<file path="config.mk">
export PLATFORM = sky130hd
export DESIGN_NAME = ppx_csr
export DESIGN_NICKNAME = d
export VERILOG_FILES = /design/src/rtl/core/ppx_pkg.sv /design/src/rtl/core/ppx_csr.sv
export SDC_FILE = /design/constraint.sdc
export NUM_CORES = 1
export LEC_CHECK = 0
export BUFFER_PORTS_ARGS = -buffer_cell sky130_fd_sc_hd__buf_4
export CORE_MARGIN = 1
export CORE_UTILIZATION = 36
export CTS_BUF_LIST = sky130_fd_sc_hd__clkbuf_8 sky130_fd_sc_hd__clkbuf_16
export DETAILED_ROUTE_END_ITERATION = 7
export HOLD_SLACK_MARGIN = 0.1
export PLACE_DENSITY = 0.69
export SKIP_CTS_REPAIR_TIMING = 1
export SYNTH_ARGS = -nofsm -noshare
export SYNTH_HDL_FRONTEND = slang
export SYNTH_SLANG_ARGS = --single-unit
</file>
<file path="constraint.sdc">
create_clock -name clock -period 2.04 [get_ports clock]
set_input_delay 0.204 -clock clock [delete_from_list [all_inputs] [get_ports clock]]
set_output_delay 0.204 -clock clock [all_outputs]
set_load 0.01 [all_outputs]
</file>
<file path="src/rtl/core/ppx_pkg.sv">
package ppx_pkg;

   localparam int TABLE_ENTRIES_DEF = 256;
   localparam int COUNT_BITS_DEF    = 16;

   localparam int CSR_ADDR_BITS = 4;
   localparam int CSR_DATA_BITS = 32;

   localparam logic [1:0] REG_FORMAT = 2'd0;
   localparam logic [1:0] REG_WIDTH  = 2'd1;
   localparam logic [1:0] REG_HEIGHT = 2'd2;

   localparam logic [4:0]  FORMAT_RESET = 5'd0;
   localparam logic [15:0] WIDTH_RESET  = 16'd1;
   localparam logic [15:0] HEIGHT_RESET = 16'd1;

   localparam logic [4:0] MODE_BYTE         = 5'd0;
   localparam logic [4:0] MODE_BIT_FIRST    = 5'd1;
   localparam logic [4:0] MODE_BIT_LAST     = 5'd7;
   localparam logic [4:0] MODE_DIBIT_FIRST  = 5'd8;
   localparam logic [4:0] MODE_DIBIT_LAST   = 5'd12;
   localparam logic [4:0] MODE_NIBBLE_FIRST = 5'd13;
   localparam logic [4:0] MODE_NIBBLE_LAST  = 5'd17;
   localparam logic [4:0] MODE_HOLD         = 5'd18;

   // last sub-mode offset that is msb first
   localparam logic [4:0] BIT_MSB_LAST   = 5'd3;
   localparam logic [4:0] MULTI_MSB_LAST = 5'd2;

   // upper two bits of a hold-modify code
   localparam logic [1:0] HOLD_LOAD  = 2'b00;
   localparam logic [1:0] HOLD_BLUE  = 2'b01;
   localparam logic [1:0] HOLD_RED   = 2'b10;
   localparam logic [1:0] HOLD_GREEN = 2'b11;

   // 16-bit aligned rows skip a pad byte for width mod 16 in 1..8
   localparam logic [3:0] PAD_WIDTH_MAX = 4'd8;

   typedef enum logic [1:0] {BPP1, BPP2, BPP4, BPP8} bpp_type;

   typedef enum logic [2:0] {
      RULE_ALIGN, RULE_CONT, RULE_WORD, RULE_LOW, RULE_BYTE, RULE_HOLD
   } rule_type;

   localparam rule_type BIT_RULES [7] = '{
      RULE_ALIGN, RULE_CONT, RULE_WORD, RULE_LOW, RULE_ALIGN, RULE_CONT, RULE_WORD
   };
   localparam rule_type MULTI_RULES [5] = '{
      RULE_ALIGN, RULE_CONT, RULE_LOW, RULE_ALIGN, RULE_CONT
   };

   typedef struct packed {
      logic     ok;
      bpp_type  bpp;
      logic     msb;
      rule_type rule;
   } fmt_type;

   typedef struct packed {
      logic [4:0]  format_mode;
      logic [15:0] image_width;
      logic [15:0] image_height;
   } cfg_type;

   typedef struct packed {
      logic       valid;
      logic       hold;
      logic       load;
      logic [5:0] code;
      logic       row_end;
      logic       image_end;
      logic       last_of_byte;
   } pix_type;

   typedef struct packed {
      logic       en;
      logic [7:0] idx;
   } rd_req_type;

   typedef struct packed {
      logic        en;
      logic [7:0]  idx;
      logic [63:0] color;
   } wr_req_type;

   function automatic fmt_type decode_fmt(input logic [4:0] mode);
      fmt_type    f;
      logic [4:0] s;
      f.ok   = 1'b1;
      f.bpp  = BPP8;
      f.msb  = 1'b1;
      f.rule = RULE_BYTE;
      s      = '0;
      unique case (mode) inside
         MODE_BYTE: begin
            f.rule = RULE_BYTE;
         end
         [MODE_BIT_FIRST:MODE_BIT_LAST]: begin
            s      = mode - MODE_BIT_FIRST;
            f.bpp  = BPP1;
            f.msb  = (s <= BIT_MSB_LAST);
            f.rule = BIT_RULES[s[2:0]];
         end
         [MODE_DIBIT_FIRST:MODE_DIBIT_LAST]: begin
            s      = mode - MODE_DIBIT_FIRST;
            f.bpp  = BPP2;
            f.msb  = (s <= MULTI_MSB_LAST);
            f.rule = MULTI_RULES[s[2:0]];
         end
         [MODE_NIBBLE_FIRST:MODE_NIBBLE_LAST]: begin
            s      = mode - MODE_NIBBLE_FIRST;
            f.bpp  = BPP4;
            f.msb  = (s <= MULTI_MSB_LAST);
            f.rule = MULTI_RULES[s[2:0]];
         end
         MODE_HOLD: begin
            f.rule = RULE_HOLD;
         end
         default: begin
            f.ok = 1'b0;
         end
      endcase
      return f;
   endfunction

   function automatic logic [3:0] bpp_bits(input bpp_type b);
      logic [3:0] r;
      case (b)
         BPP1:    r = 4'd1;
         BPP2:    r = 4'd2;
         BPP4:    r = 4'd4;
         default: r = 4'd8;
      endcase
      return r;
   endfunction

   function automatic logic [7:0] bpp_mask(input bpp_type b);
      logic [7:0] r;
      case (b)
         BPP1:    r = 8'h01;
         BPP2:    r = 8'h03;
         BPP4:    r = 8'h0F;
         default: r = 8'hFF;
      endcase
      return r;
   endfunction

   // pixels per byte minus one
   function automatic logic [2:0] ppb_left(input bpp_type b);
      logic [2:0] r;
      case (b)
         BPP1:    r = 3'd7;
         BPP2:    r = 3'd3;
         BPP4:    r = 3'd1;
         default: r = 3'd0;
      endcase
      return r;
   endfunction

   // nibble times 17 in both bytes
   function automatic logic [15:0] nib_fill(input logic [3:0] n);
      return {n, n, n, n};
   endfunction

endpackage

</file>
<file path="src/rtl/core/ppx_csr.sv">
module ppx_csr (
   input  logic                                clock,
   input  logic                                reset,
   input  logic                                psel,
   input  logic                                penable,
   input  logic                                pwrite,
   input  logic [ppx_pkg::CSR_ADDR_BITS-1:0]   paddr,
   input  logic [ppx_pkg::CSR_DATA_BITS-1:0]   pwdata,
   output logic [ppx_pkg::CSR_DATA_BITS-1:0]   prdata,
   output logic                                pready,
   output ppx_pkg::cfg_type                    cfg
);

   ppx_pkg::cfg_type cfg_ff;
   ppx_pkg::cfg_type cfg_in;
   logic [1:0]       reg_idx;
   logic             wr_en;

   always_comb begin
      reg_idx = paddr[ppx_pkg::CSR_ADDR_BITS-1:2];
      wr_en   = psel && penable && pwrite;
      cfg_in  = cfg_ff;
      prdata  = '0;
      unique case (reg_idx)
         ppx_pkg::REG_FORMAT: begin
            prdata = ppx_pkg::CSR_DATA_BITS'(cfg_ff.format_mode);
            if (wr_en) begin
               cfg_in.format_mode = pwdata[4:0];
            end
         end
         ppx_pkg::REG_WIDTH: begin
            prdata = ppx_pkg::CSR_DATA_BITS'(cfg_ff.image_width);
            if (wr_en) begin
               cfg_in.image_width = pwdata[15:0];
            end
         end
         ppx_pkg::REG_HEIGHT: begin
            prdata = ppx_pkg::CSR_DATA_BITS'(cfg_ff.image_height);
            if (wr_en) begin
               cfg_in.image_height = pwdata[15:0];
            end
         end
         default: begin
            prdata = '0;
         end
      endcase
   end

   always_ff @(posedge clock) begin
      if (reset) begin
         cfg_ff.format_mode  <= ppx_pkg::FORMAT_RESET;
         cfg_ff.image_width  <= ppx_pkg::WIDTH_RESET;
         cfg_ff.image_height <= ppx_pkg::HEIGHT_RESET;
      end else begin
         cfg_ff <= cfg_in;
      end
   end

   assign pready = 1'b1;
   assign cfg    = cfg_ff;

endmodule

</file>
==> results of run 1 <==
## critical path: cells and delay by family
family | cells | cell delay (ns)
buffers and inverters | 3 | 0.48
AO/OA/AOI/OAI | 1 | 0.24
AND/OR/NAND/NOR | 1 | 0.28
## placed cells by master, fill, tap and decap left out
cell / synthesis / routed
buf_4: 18 / 79
nand2b_1: 51 / 51
mux2i_1: 42 / 42
dfxtp_1: 37 / 37
conb_1: 2 / 17
a22o_1: 11 / 11
nand2_1: 5 / 5
o21ai_0: 5 / 5
clkbuf_8: 0 / 5
nor2_1: 3 / 3
nor3b_2: 2 / 2
clkinv_2: 0 / 2
and2b_1: 1 / 1
nor2b_1: 1 / 1
nand3_1: 1 / 1
nand4_2: 1 / 1
or3_1: 1 / 1
nand4_1: 1 / 1
inv_1: 0 / 1
## cell families (layout without fill, tap and decap cells)
logic type / count (synthesis) / in the layout
other: 2 / 17
flip-flops: 37 / 37
buffers and inverters: 30 / 87
AND/OR/NAND/NOR: 67 / 67
AO/OA/AOI/OAI: 16 / 16
multiplexers: 42 / 42
## where the power goes
group	switching [W]	total, W	internal, W
Clock	0.000248	0.000480	0.000232
Sequential	0.00000724	0.000739	0.000731
Combinational	0.0000850	0.000166	0.0000814
Total	0.000341	0.00139	0.00104
## how the worst max path moves through the flow
stage	startpoint	cells past startpoint	to
6_report	paddr[3]	5	prdata[6]
5_1_grt	paddr[3]	6	prdata[0]
4_1_cts	paddr[3]	5	prdata[6]
3_5_place_dp	paddr[3]	4	cfg[8]$_SDFFE_PP0P_
3_3_place_gp	paddr[3]	4	cfg[7]$_SDFFE_PP0P_
2_1_floorplan	paddr[2]	4	prdata[10]
## per-stage QoR
step / area [um^2] / power, W / hold slack [ns]
2_1_floorplan: 1960 / 0.000873 / 0.356
3_3_place_gp: 2440 / 0.000922 / 0.478
3_5_place_dp: 2440 / 0.000923 / 0.479
4_1_cts: 2530 / 0.00140 / 0.191
5_1_grt: 2530 / 0.00147 / 0.199
6_report: 2530 / 0.00139 / 0.193
## cell type report
cell class | instances | area share [%]
multi-input cells | 142 | 40.5
flip-flops and latches | 37 | 29.3
repair buffers | 79 | 23.5
well taps | 70 | 3.47
clock buffers | 5 | 2.72
clock inverters | 3 | 0.545
## routing by layer
layer	vias to the layer above	routed length [um]	part of all wire [%]	global-route usage (%)
li1	753	-	-	-
met1	698	1890	45	20.4
met2	55	2040	49	26.0
met3	6	200	4.8	3.75
met4	0	59	1.4	5.66
met5	-	0	0	0
==> impl_metrics.env, run 1 <==
export IMPL_status="finished clean"
export IMPL_ff_latch_area_um2=741
export IMPL_end_kind="output pin"
export IMPL_h_tree_depth=2
export IMPL_hp_class="input port to flop"
export IMPL_dp_hpwl_um=2900
export IMPL_largest_reg_flops=37
export IMPL_path_cells="buf_4, and2b_1, buf_4, a22o_1, buf_4"
export IMPL_grt_max_degree=55
export IMPL_drive_above_1_share_pct=33.5
export IMPL_r2r_end="cfg[9]$_SDFFE_PP0P_"
export IMPL_cts_tree="done"
export IMPL_synth_top_cells_by_count="51 x nand2b_1, 42 x mux2i_1, 37 x dfxtp_1, 18 x buf_4, 11 x a22o_1"
export IMPL_io_pins=111
export IMPL_synth_top_area_share_pct=39.0
export IMPL_crit_path_max_fanout=10
export IMPL_row_count=26
export IMPL_peakVddDrop_mv=0.365
export IMPL_cts_root_buf="clkbuf_8"
export IMPL_hold_path_startpoint="pwdata[0]"
export IMPL_firstDrtPassIters=4
export IMPL_fmax_mhz=710
export IMPL_synthAdderAreaFrac_pct=0
export IMPL_numCtsBuffers=5
export IMPL_routedWlPerCell_um=12.5
export IMPL_tns_ns=0
export IMPL_grt_pass1_vias=1359
export IMPL_synthMuxAreaShare_pct=22.1
export IMPL_fin_crit_ns=1.41
export IMPL_whs_endpoint="cfg[32]$_SDFFE_PP0P_"
export IMPL_yosys_area_share_simple_pct=22.0
export IMPL_max_cap_violations=0
export IMPL_synth_distinct_cells=19
export IMPL_vias=1512
export IMPL_area_growth_pct=33.1
export IMPL_viasPerCell=4.50
export IMPL_core_um2=5110
export IMPL_critPathArrivalTime_ns=1.20
export IMPL_pre_cts_ws_ns=0.557
export IMPL_fin_worst_skew_ns=0
export IMPL_antenna_found_initial=0
export IMPL_ff2ff_setup_slack_ns=1.40
export IMPL_p_leak_nw=1.23
export IMPL_worstRegToRegCells=2
export IMPL_die_h_um=74.6
export IMPL_remaining_drc_errors=0
export IMPL_cts_sinks=37
export IMPL_yosysTopAreaCell="dfxtp_1"
export IMPL_syn_area_um2=1900
export IMPL_r2r_start="cfg[9]$_SDFFE_PP0P_"
export IMPL_synthCells=194
export IMPL_cellPowerDensity_nw_per_um2=548
export IMPL_path_clk_slew_ns=0.08
export IMPL_dieWidth_um=74.6
export IMPL_finalSetupViolCount=0
export IMPL_grt_overflow=0
export IMPL_worst_setup_path_start_kind="input port"
export IMPL_ys_ff_latch=37
export IMPL_worstSkewPairLatency_ns=0.29
export IMPL_dp_cells=328
export IMPL_synthFlopType="dfxtp_1"
export IMPL_min_period_over_period_pct=69.0
export IMPL_ant_nets=0
export IMPL_synthTopCellsByArea="dfxtp_1 39%, mux2i_1 22%, nand2b_1 17%"
export IMPL_crit_required_ns=1.84
export IMPL_final_nets=306
export IMPL_hold_violations=0
export IMPL_synth_compound_area_share_pct=6.39
export IMPL_clockBufferDepth=2
export IMPL_port_buffers=75
export IMPL_final_max_slew_viol_count=0
export IMPL_finalNonFillerCells=336
export IMPL_multi_input_area_um2=1020
export IMPL_drt_iter0_drc=35
export IMPL_synth_most_common_cell="nand2b_1"
export IMPL_ys_seq_area_share_pct=39.0
export IMPL_routed_wl_um=4200
export IMPL_critPathMostFrequentCell="buf_4"
export IMPL_worst_pin_slew_ns=0.611
export IMPL_grt_pass1_wl_um=6560
export IMPL_post_route_util_pct=49.5
export IMPL_crit_type="input port to output pin"
export IMPL_ys_warn_count=0
export IMPL_synth_top_family_by_area="multiplexers"
export IMPL_whs_path_depth=3
export IMPL_rsz0062_at_grt="false"
export IMPL_slew_headroom_pct=59.1
export IMPL_n_antenna_cell=0
export IMPL_synth_edf_count=0
export IMPL_die_area_um2=5570
export IMPL_synthXorXnorAreaFrac_pct=0
export IMPL_avgSynthCellArea_um2=9.79
export IMPL_gp_congestion=0.683
export IMPL_initial_utilization_pct=37.2
export IMPL_async_flop_share_pct=0
export IMPL_timing_final_ws_setup_ns=0.632
export IMPL_slowest_delay_ns=0.28
export IMPL_track_usage_pct=15.9
export IMPL_critPathSlowestCell="and2b_1"
export IMPL_nFillCells=524
(Power assumes the default switching activity.)
==> inputs of run 2 (changes only) <==
PLACE_DENSITY = 0.72   (was 0.69)
clock period = 1.25 ns   (was 2.04 ns; I/O delays follow)
==> run 2 against run 1 <==
  * Sequential share of layout area down 0.82 points
  * Combinational power rose by 74%
  * Wire length up 2.8%
  * Sequential power up 64%
  * First-iteration DRC count rose by 20%
  * Clock power up 72%
  * Critical path depth shrank 2
  * Clock-buffer cell count unchanged
  * Worst setup slack got worse by 0.56 ns
  * Global-route usage decreased by 0.14 points
==> impl_metrics.env, run 2 (same netlist as run 1, synthesis figures left out) <==
export IMPL_nFillCells=505
export IMPL_fin_worst_skew_ns=0
export IMPL_hold_violations=0
export IMPL_drt_iter0_drc=42
export IMPL_final_max_slew_viol_count=0
export IMPL_viasPerCell=4.44
export IMPL_track_usage_pct=15.7
export IMPL_io_pins=111
export IMPL_path_clk_slew_ns=0.08
export IMPL_r2r_end="cfg[29]$_SDFFE_PP0P_"
export IMPL_ff_latch_area_um2=743
export IMPL_finalNonFillerCells=342
export IMPL_clockBufferDepth=2
export IMPL_drive_above_1_share_pct=36.0
export IMPL_r2r_start="cfg[29]$_SDFFE_PP0P_"
export IMPL_worstSkewPairLatency_ns=0.28
export IMPL_critPathArrivalTime_ns=1.05
export IMPL_path_cells="mux2i_1, o21ai_0, buf_4"
export IMPL_antenna_found_initial=0
export IMPL_hold_path_startpoint="pwdata[11]"
export IMPL_cts_sinks=37
export IMPL_port_buffers=75
export IMPL_whs_path_depth=3
export IMPL_row_count=26
export IMPL_fmax_mhz=851
export IMPL_hp_class="input port to flop"
export IMPL_core_um2=5110
export IMPL_min_period_over_period_pct=94.0
export IMPL_area_growth_pct=37.4
export IMPL_grt_pass1_vias=1329
export IMPL_cts_root_buf="clkbuf_8"
export IMPL_routedWlPerCell_um=12.6
export IMPL_mostFrequentLayoutCell="buf_4"
export IMPL_end_kind="output pin"
export IMPL_cp_startpoint="cfg[36]$_SDFFE_PP0P_"
export IMPL_fin_crit_ns=1.17
export IMPL_die_area_um2=5570
export IMPL_slowest_delay_ns=0.38
export IMPL_critPathSlowestCell="dfxtp_1"
export IMPL_multi_input_area_um2=1030
export IMPL_met2_length_um=2040
export IMPL_status="finished clean"
export IMPL_numCtsBuffers=5
export IMPL_ff2ff_setup_slack_ns=0.61
export IMPL_routed_top_layer="met4"
export IMPL_finalSetupViolCount=0
export IMPL_final_nets=312
export IMPL_peakVddDrop_mv=0.477
export IMPL_die_h_um=74.6
export IMPL_h_tree_depth=2
export IMPL_vias=1520
export IMPL_route_met3_wl_um=238
export IMPL_crit_path_max_fanout=3
export IMPL_n_antenna_cell=0
export IMPL_worstRegToRegCells=2
export IMPL_mostFrequentLayoutCells="82 x buf_4, 51 x nand2b_1, 42 x mux2i_1"
export IMPL_dp_cells=333
export IMPL_remaining_drc_errors=0
export IMPL_firstDrtPassIters=3
export IMPL_crit_required_ns=1.12
export IMPL_grt_max_degree=55
export IMPL_grt_pass1_wl_um=6510
export IMPL_grt_overflow=0
export IMPL_largest_reg_flops=37
export IMPL_rsz0062_at_grt="false"
export IMPL_whs_endpoint="cfg[27]$_SDFFE_PP0P_"
export IMPL_ant_nets=0
export IMPL_wl_met1_um=2010
export IMPL_routed_wl_um=4310
export IMPL_initial_utilization_pct=37.2
export IMPL_gp_congestion=0.689
export IMPL_dp_hpwl_um=3010
export IMPL_dieWidth_um=74.6
export IMPL_crit_type="flop to output pin"
export IMPL_worst_setup_path_start_kind="flop"
export IMPL_cellPowerDensity_nw_per_um2=889
export IMPL_tns_ns=0
export IMPL_cts_tree="done"
export IMPL_p_leak_nw=1.27
export IMPL_max_cap_violations=0
[run 2: worst max path at each step]
stage | cells past startpoint | slack, ns | endpoint
finish | 3 | 0.08 | prdata[4]
global route | 3 | 0.01 | prdata[4]
CTS | 3 | 0.04 | prdata[0]
detailed placement | 5 | 0.08 | prdata[9]
global placement | 4 | 0.09 | cfg[34]$_SDFFE_PP0P_
floorplan | 4 | 0.13 | prdata[10]
[run 2: area by class of cell]
cell class	instances	share of cell area (%)
repair buffers	85	25.5
clock buffers	5	2.64
clock inverters	3	0.671
multi-input cells	142	39.3
flip-flops and latches	37	28.5
well taps	70	3.36
[run 2: critical path, delay by kind of cell (launching register included)]
| family | cells | cell delay (ns) |
|---|---|---|
| AOI/OAI and AO/OA | 1 | 0.16 |
| buffers and inverters | 1 | 0.15 |
| DFF | 1 | 0.38 |
| muxes | 1 | 0.08 |
[run 2: metal layers]
layer | track usage [%] | vias to the layer above
li1 | - | 767
met2 | 25.5 | 57
met3 | 4.82 | 4
met5 | 0 | -
met1 | 20.3 | 692
met4 | 4.40 | 0
[run 2: power breakdown]
part	switching [W]	internal, W	total (W)
Combinational	0.000142	0.000147	0.000289
Sequential	0.0000120	0.00119	0.00121
Clock	0.000440	0.000385	0.000825
Total	0.000594	0.00172	0.00232
[run 2: per-stage QoR]
step	utilization (%)	power, W	setup WS [ns]	hold WS, ns	area [um^2]
global route	51.1	0.00244	0.0114	0.117	2610
CTS	50.8	0.00235	0.0439	0.102	2600
detailed placement	49.1	0.00152	0.0832	0.414	2510
floorplan	-	0.00143	0.128	0.277	1960
finish	51.1	0.00232	0.0752	0.121	2610
global placement	49.1	0.00152	0.0879	0.407	2510
==> inputs of run 3 (changes only) <==
MAX_ROUTING_LAYER = met4   (was not set)
PLACE_DENSITY = 0.76   (was 0.72)
==> run 3 against run 2 <==
  * First-iteration DRC count shrank 38%
  * Sequential power is essentially flat
  * Non-clock buffer count grew 2
  * Core utilization shrank 0.34 points
  * Via count grew 0.99%
  * Final area shrank 0.67%
  * Clock power shrank 4.6%
  * Global-route usage grew 0.20 points
  * Clock skew is the same
  * Die area is the same
  * Critical path depth is the same
  * Register-to-register slack is essentially flat
==> impl_metrics.env, run 3 (same netlist as run 1, synthesis figures left out) <==
export IMPL_mostFrequentLayoutCells="87 x buf_4, 51 x nand2b_1, 42 x mux2i_1"
export IMPL_max_cap_violations=0
export IMPL_crit_type="flop to output pin"
export IMPL_crit_required_ns=1.12
export IMPL_area_growth_pct=36.4
export IMPL_min_period_over_period_pct=96.7
export IMPL_core_um2=5110
export IMPL_rsz0062_at_grt="false"
export IMPL_final_max_slew_viol_count=0
export IMPL_die_h_um=74.6
export IMPL_fin_worst_skew_ns=0
export IMPL_final_nets=314
export IMPL_vias=1535
export IMPL_initial_utilization_pct=37.2
export IMPL_hold_violations=0
export IMPL_crit_path_max_fanout=3
export IMPL_numCtsBuffers=5
export IMPL_ant_nets=0
export IMPL_grt_overflow=0
export IMPL_grt_max_degree=55
export IMPL_drive_above_1_share_pct=35.4
export IMPL_fmax_mhz=828
export IMPL_dieWidth_um=74.6
export IMPL_route_met3_wl_um=171
export IMPL_cts_root_buf="clkbuf_8"
export IMPL_nFillCells=514
export IMPL_status="finished clean"
export IMPL_drt_iter0_drc=26
export IMPL_mostFrequentLayoutCell="buf_4"
export IMPL_p_leak_nw=1.27
export IMPL_post_route_util_pct=50.7
export IMPL_tns_ns=0
export IMPL_viasPerCell=4.46
export IMPL_cts_sinks=37
export IMPL_grt_pass1_wl_um=6480
export IMPL_clockBufferDepth=2
export IMPL_dp_hpwl_um=3170
export IMPL_finalSetupViolCount=0
export IMPL_worst_setup_path_start_kind="flop"
export IMPL_io_pins=111
export IMPL_die_area_um2=5570
export IMPL_multi_input_area_um2=1030
export IMPL_antenna_found_initial=0
export IMPL_met2_length_um=2150
export IMPL_port_buffers=75
export IMPL_critPathArrivalTime_ns=1.08
export IMPL_ff_latch_area_um2=741
export IMPL_end_kind="output pin"
export IMPL_remaining_drc_errors=0
export IMPL_slowest_delay_ns=0.37
export IMPL_largest_reg_flops=37
export IMPL_firstDrtPassIters=4
export IMPL_routed_top_layer="met4"
export IMPL_worstSkewPairLatency_ns=0.28
export IMPL_path_clk_slew_ns=0.07
export IMPL_path_cells="mux2i_1, o21ai_0, buf_4"
export IMPL_grt_pass1_vias=1355
export IMPL_routed_wl_um=4360
export IMPL_hp_class="input port to flop"
export IMPL_critPathSlowestCell="dfxtp_1"
export IMPL_h_tree_depth=2
export IMPL_track_usage_pct=15.9
export IMPL_wl_met1_um=2020
export IMPL_cts_tree="done"
export IMPL_cellPowerDensity_nw_per_um2=879
export IMPL_n_antenna_cell=0
export IMPL_row_count=26
export IMPL_fin_crit_ns=1.21
export IMPL_peakVddDrop_mv=0.590
export IMPL_routedWlPerCell_um=12.7
export IMPL_gp_congestion=0.722
run 3: cell types whose count changed in the layout (fill, tap and decap cells not counted), sizes merged:
cell,before,now
inv,0,2
clkinv,2,0
dlygate4sd3,1,0
buf,84,87
run 3: where the power goes:
part | switching, W | leakage (nW) | internal, W
clock network | 0.000408 | 0.0467 | 0.000378
logic | 0.000141 | 0.925 | 0.000144
registers | 0.0000125 | 0.299 | 0.00119
total | 0.000562 | 1.27 | 0.00172
run 3: per-layer routing:
metal | vias up | global-route usage [%]
met2 | 54 | 27.4
met4 | 0 | 3.14
met3 | 2 | 3.61
met1 | 705 | 19.1
li1 | 774 | -
met5 | - | -
run 3: metrics by stage:
stage	cell area, um^2	worst slack (ns)	std cells	hold WS, ns	power (W)
after floorplan	1960	0.128	209	0.277	0.00143
after global placement	2510	0.0759	336	0.406	0.00152
after detailed placement	2510	0.0533	336	0.419	0.00152
after CTS	2590	0.0509	344	0.115	0.00231
after global routing	2590	0.00435	344	0.118	0.00238
final	2590	0.0419	344	0.125	0.00228
run 3: final timing paths:
| kind | start | to | slack, ns | depth (start not counted) |
|---|---|---|---|---|
| max reg2reg | cfg[16]$_SDFFE_PP1P_ | cfg[16]$_SDFFE_PP1P_ | 0.61 | 2 |
| max | cfg[16]$_SDFFE_PP1P_ | prdata[0] | 0.04 | 3 |
| min | pwdata[0] | cfg[32]$_SDFFE_PP0P_ | 0.12 | 3 |
| min reg2reg | cfg[33]$_SDFFE_PP0P_ | cfg[33]$_SDFFE_PP0P_ | 0.49 | 2 |
run 3: cell type report:
cell class / instances / share of cell area, %
Multi-Input combinational cell: 142 / 39.6
Sequential cell: 37 / 28.6
Timing Repair Buffer: 87 / 25.2
Tap cell: 70 / 3.38
Clock buffer: 5 / 2.66
Clock inverter: 3 / 0.579
run 3: critical path, delay by kind of cell, from the launching register on:
kind / cells / cell delay, ns
buf+inv: 1 / 0.16
compound gates: 1 / 0.19
mux: 1 / 0.09
flops: 1 / 0.37
