File: src/rtl/core/ppx_pkg.sv
package ppx_pkg;

   localparam int TABLE_ENTRIES_DEF = 256;
   localparam int COUNT_BITS_DEF    = 16;

   localparam int CSR_ADDR_BITS = 4;
   localparam int CSR_DATA_BITS = 32;

   localparam logic [1:0] REG_FORMAT = 2'd0;
   localparam logic [1:0] REG_WIDTH  = 2'd1;
   localparam logic [1:0] REG_HEIGHT = 2'd2;

   localparam logic [4:0]  FORMAT_RESET = 5'd0;
   localparam logic [15:0] WIDTH_RESET  = 16'd1;
   localparam logic [15:0] HEIGHT_RESET = 16'd1;

   localparam logic [4:0] MODE_BYTE         = 5'd0;
   localparam logic [4:0] MODE_BIT_FIRST    = 5'd1;
   localparam logic [4:0] MODE_BIT_LAST     = 5'd7;
   localparam logic [4:0] MODE_DIBIT_FIRST  = 5'd8;
   localparam logic [4:0] MODE_DIBIT_LAST   = 5'd12;
   localparam logic [4:0] MODE_NIBBLE_FIRST = 5'd13;
   localparam logic [4:0] MODE_NIBBLE_LAST  = 5'd17;
   localparam logic [4:0] MODE_HOLD         = 5'd18;

   // last sub-mode offset that is msb first
   localparam logic [4:0] BIT_MSB_LAST   = 5'd3;
   localparam logic [4:0] MULTI_MSB_LAST = 5'd2;

   // upper two bits of a hold-modify code
   localparam logic [1:0] HOLD_LOAD  = 2'b00;
   localparam logic [1:0] HOLD_BLUE  = 2'b01;
   localparam logic [1:0] HOLD_RED   = 2'b10;
   localparam logic [1:0] HOLD_GREEN = 2'b11;

   // 16-bit aligned rows skip a pad byte for width mod 16 in 1..8
   localparam logic [3:0] PAD_WIDTH_MAX = 4'd8;

   typedef enum logic [1:0] {BPP1, BPP2, BPP4, BPP8} bpp_type;

   typedef enum logic [2:0] {
      RULE_ALIGN, RULE_CONT, RULE_WORD, RULE_LOW, RULE_BYTE, RULE_HOLD
   } rule_type;

   localparam rule_type BIT_RULES [7] = '{
      RULE_ALIGN, RULE_CONT, RULE_WORD, RULE_LOW, RULE_ALIGN, RULE_CONT, RULE_WORD
   };
   localparam rule_type MULTI_RULES [5] = '{
      RULE_ALIGN, RULE_CONT, RULE_LOW, RULE_ALIGN, RULE_CONT
   };

   typedef struct packed {
      logic     ok;
      bpp_type  bpp;
      logic     msb;
      rule_type rule;
   } fmt_type;

   typedef struct packed {
      logic [4:0]  format_mode;
      logic [15:0] image_width;
      logic [15:0] image_height;
   } cfg_type;

   typedef struct packed {
      logic       valid;
      logic       hold;
      logic       load;
      logic [5:0] code;
      logic       row_end;
      logic       image_end;
      logic       last_of_byte;
   } pix_type;

   typedef struct packed {
      logic       en;
      logic [7:0] idx;
   } rd_req_type;

   typedef struct packed {
      logic        en;
      logic [7:0]  idx;
      logic [63:0] color;
   } wr_req_type;

   function automatic fmt_type decode_fmt(input logic [4:0] mode);
      fmt_type    f;
      logic [4:0] s;
      f.ok   = 1'b1;
      f.bpp  = BPP8;
      f.msb  = 1'b1;
      f.rule = RULE_BYTE;
      s      = '0;
      unique case (mode) inside
         MODE_BYTE: begin
            f.rule = RULE_BYTE;
         end
         [MODE_BIT_FIRST:MODE_BIT_LAST]: begin
            s      = mode - MODE_BIT_FIRST;
            f.bpp  = BPP1;
            f.msb  = (s <= BIT_MSB_LAST);
            f.rule = BIT_RULES[s[2:0]];
         end
         [MODE_DIBIT_FIRST:MODE_DIBIT_LAST]: begin
            s      = mode - MODE_DIBIT_FIRST;
            f.bpp  = BPP2;
            f.msb  = (s <= MULTI_MSB_LAST);
            f.rule = MULTI_RULES[s[2:0]];
         end
         [MODE_NIBBLE_FIRST:MODE_NIBBLE_LAST]: begin
            s      = mode - MODE_NIBBLE_FIRST;
            f.bpp  = BPP4;
            f.msb  = (s <= MULTI_MSB_LAST);
            f.rule = MULTI_RULES[s[2:0]];
         end
         MODE_HOLD: begin
            f.rule = RULE_HOLD;
         end
         default: begin
            f.ok = 1'b0;
         end
      endcase
      return f;
   endfunction

   function automatic logic [3:0] bpp_bits(input bpp_type b);
      logic [3:0] r;
      case (b)
         BPP1:    r = 4'd1;
         BPP2:    r = 4'd2;
         BPP4:    r = 4'd4;
         default: r = 4'd8;
      endcase
      return r;
   endfunction

   function automatic logic [7:0] bpp_mask(input bpp_type b);
      logic [7:0] r;
      case (b)
         BPP1:    r = 8'h01;
         BPP2:    r = 8'h03;
         BPP4:    r = 8'h0F;
         default: r = 8'hFF;
      endcase
      return r;
   endfunction

   // pixels per byte minus one
   function automatic logic [2:0] ppb_left(input bpp_type b);
      logic [2:0] r;
      case (b)
         BPP1:    r = 3'd7;
         BPP2:    r = 3'd3;
         BPP4:    r = 3'd1;
         default: r = 3'd0;
      endcase
      return r;
   endfunction

   // nibble times 17 in both bytes
   function automatic logic [15:0] nib_fill(input logic [3:0] n);
      return {n, n, n, n};
   endfunction

endpackage

File: src/rtl/core/ppx_if.sv


interface ppx_rsp_if;
   logic        valid;
   logic        ready;
   logic [15:0] pixel_red;
   logic [15:0] pixel_green;
   logic [15:0] pixel_blue;
   logic [15:0] pixel_alpha;
   logic        row_end;
   logic        image_end;
   logic        last_of_byte;

   modport source (
      output valid, pixel_red, pixel_green, pixel_blue, pixel_alpha, row_end, image_end,
             last_of_byte,
      input  ready
   );
   modport sink (
      input  valid, pixel_red, pixel_green, pixel_blue, pixel_alpha, row_end, image_end,
             last_of_byte,
      output ready
   );
endinterface

File: src/rtl/core/ppx_output.sv
module ppx_output (
   input  logic             clock,
   input  logic             reset,
   input  ppx_pkg::pix_type pix,
   input  logic [63:0]      rd_color,
   output logic             s2_ready,
   ppx_rsp_if.source        rsp_bus
);

   ppx_pkg::pix_type s2_ff, s2_in;
   logic [63:0]      held_ff, held_in;
   logic [63:0]      base, color;
   logic [15:0]      fill;
   logic             out_valid_ff, out_valid_in;
   logic [63:0]      out_color_ff, out_color_in;
   logic [2:0]       out_flags_ff, out_flags_in;
   logic             out_free, move;

   always_comb begin
      out_free = !out_valid_ff || rsp_bus.ready;
      s2_ready = !s2_ff.valid || out_free;
      move     = s2_ff.valid && out_free;

      base = s2_ff.load ? rd_color : held_ff;
      fill = ppx_pkg::nib_fill(s2_ff.code[3:0]);
      if (!s2_ff.hold) begin
         color = rd_color;
      end else begin
         case (s2_ff.code[5:4])
            ppx_pkg::HOLD_LOAD: color = rd_color;
            ppx_pkg::HOLD_BLUE: color = {base[63:32], fill, base[15:0]};
            ppx_pkg::HOLD_RED:  color = {fill, base[47:0]};
            default:            color = {base[63:48], fill, base[31:0]};
         endcase
      end

      s2_in = s2_ff;
      if (pix.valid) begin
         s2_in = pix;
      end else if (move) begin
         s2_in.valid = 1'b0;
      end

      held_in = (move && s2_ff.hold) ? color : held_ff;

      out_valid_in = out_valid_ff;
      out_color_in = out_color_ff;
      out_flags_in = out_flags_ff;
      if (move) begin
         out_valid_in = 1'b1;
         out_color_in = color;
         out_flags_in = {s2_ff.row_end, s2_ff.image_end, s2_ff.last_of_byte};
      end else if (rsp_bus.ready) begin
         out_valid_in = 1'b0;
      end
   end

   always_ff @(posedge clock) begin
      if (reset) begin
         s2_ff        <= '0;
         held_ff      <= '0;
         out_valid_ff <= 1'b0;
      end else begin
         s2_ff        <= s2_in;
         held_ff      <= held_in;
         out_valid_ff <= out_valid_in;
      end
      out_color_ff <= out_color_in;
      out_flags_ff <= out_flags_in;
   end

   assign rsp_bus.valid        = out_valid_ff;
   assign rsp_bus.pixel_red    = out_color_ff[63:48];
   assign rsp_bus.pixel_green  = out_color_ff[47:32];
   assign rsp_bus.pixel_blue   = out_color_ff[31:16];
   assign rsp_bus.pixel_alpha  = out_color_ff[15:0];
   assign rsp_bus.row_end      = out_flags_ff[2];
   assign rsp_bus.image_end    = out_flags_ff[1];
   assign rsp_bus.last_of_byte = out_flags_ff[0];

endmodule

File: src/flat_wrapper.sv
// flat-port wrapper written by rule: the top's interface ports become plain ports
module ppx_output_flat 
  (clock, reset, pix, rd_color, s2_ready, rsp_bus_valid, rsp_bus_pixel_red, rsp_bus_pixel_green, rsp_bus_pixel_blue, rsp_bus_pixel_alpha, rsp_bus_row_end, rsp_bus_image_end, rsp_bus_last_of_byte, rsp_bus_ready);
  ppx_rsp_if rsp_bus_i ();
  input  logic clock;
  input  logic reset;
  input  ppx_pkg::pix_type pix;
  input  logic [63:0] rd_color;
  output logic s2_ready;
  output wire logic [$bits(rsp_bus_i.valid)-1:0] rsp_bus_valid;
  output wire logic [$bits(rsp_bus_i.pixel_red)-1:0] rsp_bus_pixel_red;
  output wire logic [$bits(rsp_bus_i.pixel_green)-1:0] rsp_bus_pixel_green;
  output wire logic [$bits(rsp_bus_i.pixel_blue)-1:0] rsp_bus_pixel_blue;
  output wire logic [$bits(rsp_bus_i.pixel_alpha)-1:0] rsp_bus_pixel_alpha;
  output wire logic [$bits(rsp_bus_i.row_end)-1:0] rsp_bus_row_end;
  output wire logic [$bits(rsp_bus_i.image_end)-1:0] rsp_bus_image_end;
  output wire logic [$bits(rsp_bus_i.last_of_byte)-1:0] rsp_bus_last_of_byte;
  input wire logic [$bits(rsp_bus_i.ready)-1:0] rsp_bus_ready;
  assign rsp_bus_valid = rsp_bus_i.valid;
  assign rsp_bus_pixel_red = rsp_bus_i.pixel_red;
  assign rsp_bus_pixel_green = rsp_bus_i.pixel_green;
  assign rsp_bus_pixel_blue = rsp_bus_i.pixel_blue;
  assign rsp_bus_pixel_alpha = rsp_bus_i.pixel_alpha;
  assign rsp_bus_row_end = rsp_bus_i.row_end;
  assign rsp_bus_image_end = rsp_bus_i.image_end;
  assign rsp_bus_last_of_byte = rsp_bus_i.last_of_byte;
  assign rsp_bus_i.ready = rsp_bus_ready;
  ppx_output u_core (.clock(clock), .reset(reset), .pix(pix), .rd_color(rd_color), .s2_ready(s2_ready), .rsp_bus(rsp_bus_i));
endmodule
File: config.mk
export PLATFORM = sky130hd
export DESIGN_NAME = ppx_output_flat
export DESIGN_NICKNAME = d
export VERILOG_FILES = /design/src/rtl/core/ppx_pkg.sv /design/src/rtl/core/ppx_if.sv /design/src/rtl/core/ppx_output.sv /design/src/flat_wrapper.sv
export SDC_FILE = /design/constraint.sdc
export NUM_CORES = 1
export LEC_CHECK = 0
export BUFFER_PORTS_ARGS = -buffer_cell sky130_fd_sc_hd__buf_2
export CORE_MARGIN = 2
export CORE_UTILIZATION = 30
export CTS_CLUSTER_SIZE = 8
export DETAILED_ROUTE_END_ITERATION = 6
export HOLD_SLACK_MARGIN = 0.1
export SETUP_SLACK_MARGIN = 0.02
export SLEW_MARGIN = 20
export SYNTH_ARGS = -nofsm -noshare
export SYNTH_HDL_FRONTEND = slang
export SYNTH_SLANG_ARGS = --single-unit
File: constraint.sdc
create_clock -name clock -period 2.9 [get_ports clock]
set_input_delay 0.435 -clock clock [delete_from_list [all_inputs] [get_ports clock]]
set_output_delay 0.435 -clock clock [all_outputs]
set_load 0.05 [all_outputs]
==> results of run 1 <==
where the power goes:
group	internal (mW)	switching, mW
logic	0.183	0.409
registers	2.22	0.0371
clock network	1.45	0.887
how the worst min path moves through the flow:
stage	start	end	slack (ns)	cells after the start
6_report	pix[10]	u_core.s2_ff[10]	0.26	3
5_1_grt	pix[6]	u_core.fill[3]	0.24	3
4_1_cts	pix[3]	u_core.fill[0]	0.24	3
3_5_place_dp	u_core.s2_ff[1]	u_core.out_flags_ff[1]	0.42	0
3_3_place_gp	u_core.s2_ff[2]	u_core.out_flags_ff[2]	0.41	0
2_1_floorplan	u_core.s2_ff[0]	u_core.out_flags_ff[0]	0.41	0
per-stage QoR:
step	instance area [sq um]	worst slack, ns	power [mW]	std cells
floorplan	6240	0.184	2.72	582
global placement	7150	0.947	2.89	966
detailed placement	7150	0.873	2.90	966
CTS	7780	0.872	5.26	998
global route	7780	0.710	5.40	998
finish	7790	0.902	5.19	1001
logic make-up (layout without fill, tap and decap cells):
group | count (synthesis) | in the layout | synth area share, %
AND/OR/NAND/NOR | 146 | 146 | 10.4
AO/OA/AOI/OAI | 206 | 206 | 20.9
XOR/XNOR | 1 | 1 | 0.261
other | 0 | 3 | 0
buffers and inverters | 47 | 193 | 4.43
multiplexers | 38 | 38 | 7.06
flip-flops | 144 | 144 | 57.0
layout make-up:
type | count | area [sq um] | share of cell area [%]
Inverter | 3 | 11.3 | 0.145
Tap cell | 270 | 338 | 4.34
Sequential cell | 144 | 3550 | 45.6
Timing Repair Buffer | 158 | 831 | 10.7
Clock inverter | 15 | 209 | 2.68
Clock buffer | 17 | 425 | 5.46
Multi-Input combinational cell | 391 | 2410 | 31.0
Antenna cell | 3 | 7.51 | 0.0964
tightest hold or removal path: stages:
cell	delay, ns
buf_2	0.08
mux2i_1	0.05
nor2_1	0.07
placed cells by master, fill, tap and decap left out, drive strengths merged, types with 2 or more instances in the layout:
cell type  count
o21ai         76
bufinv         4
mux2i         20
a21oi         61
a22o           6
buf          158
nand3          4
clkbuf        17
and2          10
nor2          50
mux2          18
a31oi         22
dfxtp         77
edfxtp        67
diode          3
a311oi        18
a211oi         6
nor2b          4
nand2         72
o21a           9
inv            7
o211ai         2
clkinv         5
clkinvlp       2
sequential cells by signal, indices dropped and copies added (netlist names):
signal                count
u_core.fill               4
u_core.s2_ff              8
u_core.held_ff           64
u_core.rsp_bus.valid      1
u_core.out_color_ff      64
u_core.out_flags_ff       3
per-layer routing:
layer	share of wire, %	up-vias	global-route usage, %
li1	-	2403	-
met1	44	2313	18.5
met2	48	119	24.3
met3	5.5	21	4.91
met4	1.8	4	5.29
met5	0.15	-	0
==> summary.md, run 1 <==
| Metric | Value |
|---|---|
| Number of DRC markers in iteration 0 | roughly 330 |
| Initial standard-cell utilization of the core | 30.7% |
| Maximum number of pins on one net before global-route repair | 86 |
| Number of placed I/O pins | between 100 and 150 |
| Top cell types by occurrence after synthesis | dfxtp_1 (77), o21ai_0 (73), edfxtp_1 (67) |
| Total of buffers placed on input and output ports | between 100 and 150 |
| Gate count of the mapped netlist | about 580 |
| Area inside the core boundary | just over 20,000 sq um |
| Count of flip-flops with a built-in enable after synthesis | 67 |
| Top FF cell, synth | dfxtp_1 |
| Post-route antenna net violation count | 0 |
| Timing endpoint of the critical path | u_core.held_ff[12] |
| PD cells | around 670 nW/um^2 |
| Final hold violations | 0 |
| R2R depth | 5 |
| Standby leakage power | 3.00 nW |
| Highest fanout seen on the critical path | 16 |
| Count leader, synth | dfxtp_1 |
| Final wirelength | about 16,000 um |
| Synthesized area | between 6000 and 7000 sq um |
| Clock skew after layout | approximately 0.0088 ns |
| Cells along the critical path | buf_4, o21bai_4, nand4_1, nand2_1, a21oi_1 |
| Number of sinks handled by clock tree synthesis | between 100 and 150 |
| Reg2Reg Launch Point | u_core.s2_ff[7] |
| TritonCTS clock tree | built |
| Die boundary height | between 100 and 150 um |
| Tightest Pin Transition | 0.844 ns |
| Asr flop ratio synth | 0% |
| Global placement routability congestion | 0.735 |
| Number of register bits inferred by synthesis | around 140 |
| Peak ir drop on the vdd network | between 0.0003 and 0.0004 V |
| Global Route Usage Sum | around 15% |
| Vias in the first global route | roughly 4,700 |
| Chip width | 148 um |
| Maximum level of the CTS H-tree | 4 |
| DIE AREA | 22,000 sq um |
| Clk Tree Root Cell | clkbuf_16 |
| Total negative slack | 0 ns |
| Arrival @ worst endpoint | approximately 2.3 ns |
| Endpoint of the worst register-to-register path | u_core.held_ff[12] |
| Number of nets in the synthesized netlist | approximately 660 |
| Number of stages on the worst setup path | 5 |
| Post-route fraction of the period consumed by the critical path | between 60% and 70% |
| Critical path capture point type | register |
| Critical-path top delay cell | nand4_1 |
| Final hold slack | 0.258 ns |
| Wire length of the first global-routing pass | 25,200 um |
| Post-synthesis sequential area ratio | between 50 and 60% |
| Req. time, crit path | 3.17 ns |
| Post-route DRC | 0 |
| Time the final worst path needs with I/O delays and setup | between 1.5 and 2 ns |
| Area grow syn2layout | 24.8% |
| Worst path bufs/invs | 1 |
| Number of antenna violations at the first check in global routing | 4 |
| Rel. slew slack | 43.7% |
| Resized Gates After CTS | 0 |
| Post-CTS Repair Setup Buffers | 0 |
| Total congestion overflow after global routing | 0 |
| Inserted Clock Buffers | 17 |
| CTS max path bufs | 2 |
| Result of the run | finished, final reports clean |
| Upper clock frequency limit | about 500 MHz |
| Clk slew on worst S/H paths | approximately 0.060 ns |
| Fin nets | about 790 |
| Number of vias in the routed layout | 4,860 |
| Share of Yosys cell area claimed by the top area cell type | roughly a third |
| R2r setup slk | ~0.9 ns |
| Wirelength per Cell | about 16 um |
| Clock latency of the later-clocked register in the worst-skew pair | 0.42 ns |
| Final setup viols | 0 |
| Syn Area/Cell | ~11 sq um |
| Fraction of layout cells with a size suffix above 1 | between 30% and 40% |
| Post-Route Utilization | between 30% and 40% |
| Final number of max-transition violations | 0 |
| Site Rows | 52 |
| Max-cap violations | 0 |
| Crit path max-delay family | simple AND/OR/NAND/NOR gates |
| Initial DRT Pass Iterations | 5 |
| Detailed-placement wirelength estimate | ~11,000 um |
| Fillers | 2,063 |
| Worst hold path type | in -> reg |
| Worst path max stage delay | ~0.64 ns |
| Kind of critical path | reg -> reg |
| Average via count per standard cell | roughly 4.9 |
| Library cells used by synthesis | 43 |
| Hold-fix buffers at CTS | 0 |
| Unrepaired setup endpoints after global routing | false |
| Setup crit start kind | register |
| Launching element of the worst setup path | u_core.s2_ff[7] |
| Post-synthesis cell type with the largest combined area | edfxtp_1 |
| Warnings, synthesis | 0 |
| Leading post-synthesis cells by cell area | edfxtp_1 (32%), dfxtp_1 (25%), o21ai_0 (5.9%) |
Power figures use the tool's default switching activity.
==> run 2, diff against run 1 <==
ABC_AREA = 1   (was default)
clock period = 2 ns   (was 2.9 ns; I/O delays follow)
==> run 2 against run 1 <==
Compared with the run above:
- final area rose by 6.3%
- critical endpoint is now u_core.out_color_ff[31]
- clock-buffer cell count increased by 2
- critical path type unchanged
- area after synthesis is 4.8% higher
- critical path depth unchanged
- combinational power is 71% higher
==> summary.md, run 2 <==
| Metric | Value |
|---|---|
| Arrival @ worst endpoint | 1.89 ns (-0.38 ns) |
| Number of nets in the synthesized netlist | 858 (+30%) |
| Kind of critical path | reg -> reg |
| Largest registers ranked by flip-flop count | u_core.held_ff x64, u_core.out_color_ff x64, u_core.s2_ff x8 |
| Number of register bits inferred by synthesis | 144 (unchanged) |
| Maximum level of the CTS H-tree | 4 (unchanged) |
| Synthesized area | 6540 sq um (+4.8%) |
| CP most frequent cell | nand3_1 |
| Resized Gates After CTS | 0 (unchanged) |
| Max-cap violations | 0 (unchanged) |
| R2r setup slk | 0.26 ns (-0.64 ns) |
| Post-synthesis adder-cell area fraction | 0% (unchanged) |
| Worst hold path type | in -> reg |
| Standby leakage power | 3.79 nW (+26%) |
| Initial DRT Pass Iterations | 4 (-1) |
| Area fraction in compound gates after synthesis | 13.7% (-7.2 points) |
| Top FF cell, synth | dfxtp_1 |
| CTS max path bufs | 2 (unchanged) |
| Area inside the core boundary | 21,600 sq um (+6.5%) |
| Worst path max stage delay | 0.52 ns (-0.12 ns) |
| Highest fanout seen on the critical path | 16 (unchanged) |
| Leading post-synthesis cells by cell area | edfxtp_1 (31%), dfxtp_1 (24%), nand3_1 (8.8%) |
| Top cell types by occurrence after synthesis | nand2_1 (149), nand3_1 (115), inv_1 (107) |
| Post-Layout Cell Count | 1,220 (+22%) |
| DP Cell Count | 1,184 (+23%) |
| Req. time, crit path | 2.15 ns (-1.02 ns) |
| Final number of max-transition violations | 0 (unchanged) |
| Inserted Clock Buffers | 17 (unchanged) |
| Maximum number of pins on one net before global-route repair | 47 (-45%) |
| Vias in the first global route | 5,079 (+7.6%) |
| Timing endpoint of the critical path | u_core.out_color_ff[31] |
| Number of antenna violations at the first check in global routing | 2 (-2) |
| Hold-fix buffers at CTS | 3 (+3) |
| Launching element of the worst setup path | u_core.s2_ff[7] |
| R2R depth | 5 (unchanged) |
| Post-synthesis cell type with the largest combined area | edfxtp_1 |
| Count of flip-flops with a built-in enable after synthesis | 67 (unchanged) |
| PD cells | 920 nW/um^2 (+38%) |
| Wire length of the first global-routing pass | 26,800 um (+6.5%) |
| Warnings, synthesis | 0 (unchanged) |
| Setup slack after placement | 0.278 ns (-0.595 ns) |
| Clock latency of the later-clocked register in the worst-skew pair | 0.41 ns (about the same) |
| Initial standard-cell utilization of the core | 30.2% (-0.49 points) |
| Post-route total power | 7.62 mW (+47%) |
| Final wirelength | 17,600 um (+7.4%) |
| Final hold violations | 0 (unchanged) |
| Number of vias in the routed layout | 5,735 (+18%) |
| Count leader, synth | nand2_1 |
| Chip width | 152 um (+2.3%) |
| Endpoint of the worst register-to-register path | u_core.out_color_ff[31] |
| Leading cell types in the layout, fill and taps excluded | nand2_1 (149), buf_2 (147), nand3_1 (115) |
| Peak ir drop on the vdd network | 0.000629 V (+65%) |
| Fraction of the mapped netlist area in simple logic gates | 22.5% (+12 points) |
| Clk Tree Root Cell | clkbuf_16 |
| Final hold slack | 0.117 ns (-0.141 ns) |
| Gate count of the mapped netlist | 779 (+34%) |
| Syn Area/Cell | 8.39 sq um (-22%) |
| Time the final worst path needs with I/O delays and setup | 1.74 ns (-0.260 ns) |
| Dominant combinational cell family by area after synthesis | simple AND/OR/NAND/NOR gates |
| Critical path capture point type | register |
| Rel. slew slack | 59.2% (+15 points) |
| Fraction of synthesized cell area in xor and xnor cells | 0% (-0.26 points) |
| Wirelength per Cell | 14.4 um (-12%) |
| Number of DRC markers in iteration 0 | 411 (+23%) |
| Global placement routability congestion | 0.793 (+7.9%) |
| Worst-case setup margin in the final layout | 0.263 ns (-0.640 ns) |
| Post-synthesis sequential area ratio | 54.4% (-2.6 points) |
| Global Route Usage Sum | 15.3% (+0.39 points) |
| Post-route DRC | 0 (unchanged) |
| Final setup viols | 0 (unchanged) |
| Share of Yosys cell area claimed by the top area cell type | 30.8% (-1.5 points) |
| Library cells used by synthesis | 23 (-47%) |
| Average via count per standard cell | 4.70 (-3.2%) |
| Critical-path top delay cell | dfxtp_1 |
| DIE AREA | 23,000 sq um (+4.7%) |
| Post-CTS Repair Setup Buffers | 0 (unchanged) |
| Combined flip-flop and latch cell area | 3560 sq um (+0.11%) |
| Cells along the critical path | inv_2, nor2_1, nand2_1, nand3_1, nand3_1 |
| Site Rows | 54 (+3.8%) |
| Number of placed I/O pins | 148 (unchanged) |
| Asr flop ratio synth | 0% (unchanged) |
| Unrepaired setup endpoints after global routing | false |
| TritonCTS clock tree | built |
| Clock skew after layout | 0.00999 ns (+0.00119 ns) |
| Most common cell after layout, fill and taps aside | nand2_1 |
| Fin nets | 1,005 (+27%) |
| Die boundary height | 152 um (+2.3%) |
| Multi-input combinational cell area | 2390 sq um (-0.99%) |
| Total of buffers placed on input and output ports | 147 (unchanged) |
| Setup crit start kind | register |
| Reg2Reg Launch Point | u_core.s2_ff[7] |
| Post-route antenna net violation count | 0 (unchanged) |
| Fillers | 2,242 (+8.7%) |
| Post-route fraction of the period consumed by the critical path | 86.9% (+18 points) |
| Clk slew on worst S/H paths | 0.06 ns (about the same) |
| Tightest Pin Transition | 0.611 ns (-0.233 ns) |
| Detailed-placement wirelength estimate | 11,900 um (+8.5%) |
| Number of sinks handled by clock tree synthesis | 144 (unchanged) |
| Area grow syn2layout | 26.6% |
| Fraction of layout cells with a size suffix above 1 | 22.5% (-9.8 points) |
| Multiplexer share of the synthesized area | 0% (-7.1 points) |
| Total congestion overflow after global routing | 0 (unchanged) |
| Upper clock frequency limit | 576 MHz (+15%) |
| Result of the run | finished, final reports clean |
## run 2: worst max-delay path, delay by kind of cell, from the launching register on
kind	cells	cell delay (ns)
DFF	1	0.52
buffers and inverters	1	0.11
and+or+nand+nor	4	0.85
## run 2: worst min path at each step
| stage | startpoint | end | slack, ns | depth (start not counted) |
|---|---|---|---|---|
| final | pix[6] | u_core.fill[3] | 0.12 | 3 |
| after global routing | pix[2] | u_core.s2_ff[2] | 0.12 | 3 |
| after CTS | pix[3] | u_core.fill[0] | 0.10 | 3 |
| after detailed placement | u_core.s2_ff[2] | u_core.out_flags_ff[2] | 0.42 | 0 |
| after global placement | u_core.s2_ff[1] | u_core.out_flags_ff[1] | 0.41 | 0 |
| after floorplan | u_core.s2_ff[0] | u_core.out_flags_ff[0] | 0.40 | 0 |
## run 2: layer usage
metal / vias up / GRT usage, % / wire (um)
met5: - / 0 / 13
met2: 144 / 24.0 / 8190
met1: 2645 / 20.5 / 8160
li1: 2928 / - / -
met3: 16 / 4.55 / 1000
met4: 2 / 4.31 / 245
## run 2: power by group
part	leakage (nW)	switching, mW	total (mW)	internal [mW]
Sequential	1.26	0.0621	3.31	3.25
Clock	0.297	1.27	3.30	2.03
Combinational	2.24	0.711	1.01	0.300
Total	3.79	2.04	7.62	5.58
## run 2: per-stage QoR
step / cell area, sq um / utilization (%) / setup TNS, ns
after floorplan: 6560 / - / -8.93
after global placement: 7630 / 35.3 / 0
after detailed placement: 7630 / 35.3 / 0
after CTS: 8280 / 38.3 / 0
after global routing: 8280 / 38.3 / 0
final: 8280 / 38.3 / 0
## run 2: cell type report
type | count | share of cell area [%]
clock inverters | 13 | 1.92
repair buffers | 174 | 11.6
flip-flops and latches | 144 | 43.0
inverters | 109 | 4.94
diodes | 1 | 0.0302
multi-input cells | 480 | 28.9
well taps | 280 | 4.23
clock buffers | 19 | 5.47
## run 2: kinds of logic after synthesis
| family | after synthesis |
|---|---|
| AND/OR/NAND/NOR | 328 |
| flip-flops | 144 |
| buffers and inverters | 155 |
| AO/OA/AOI/OAI | 152 |
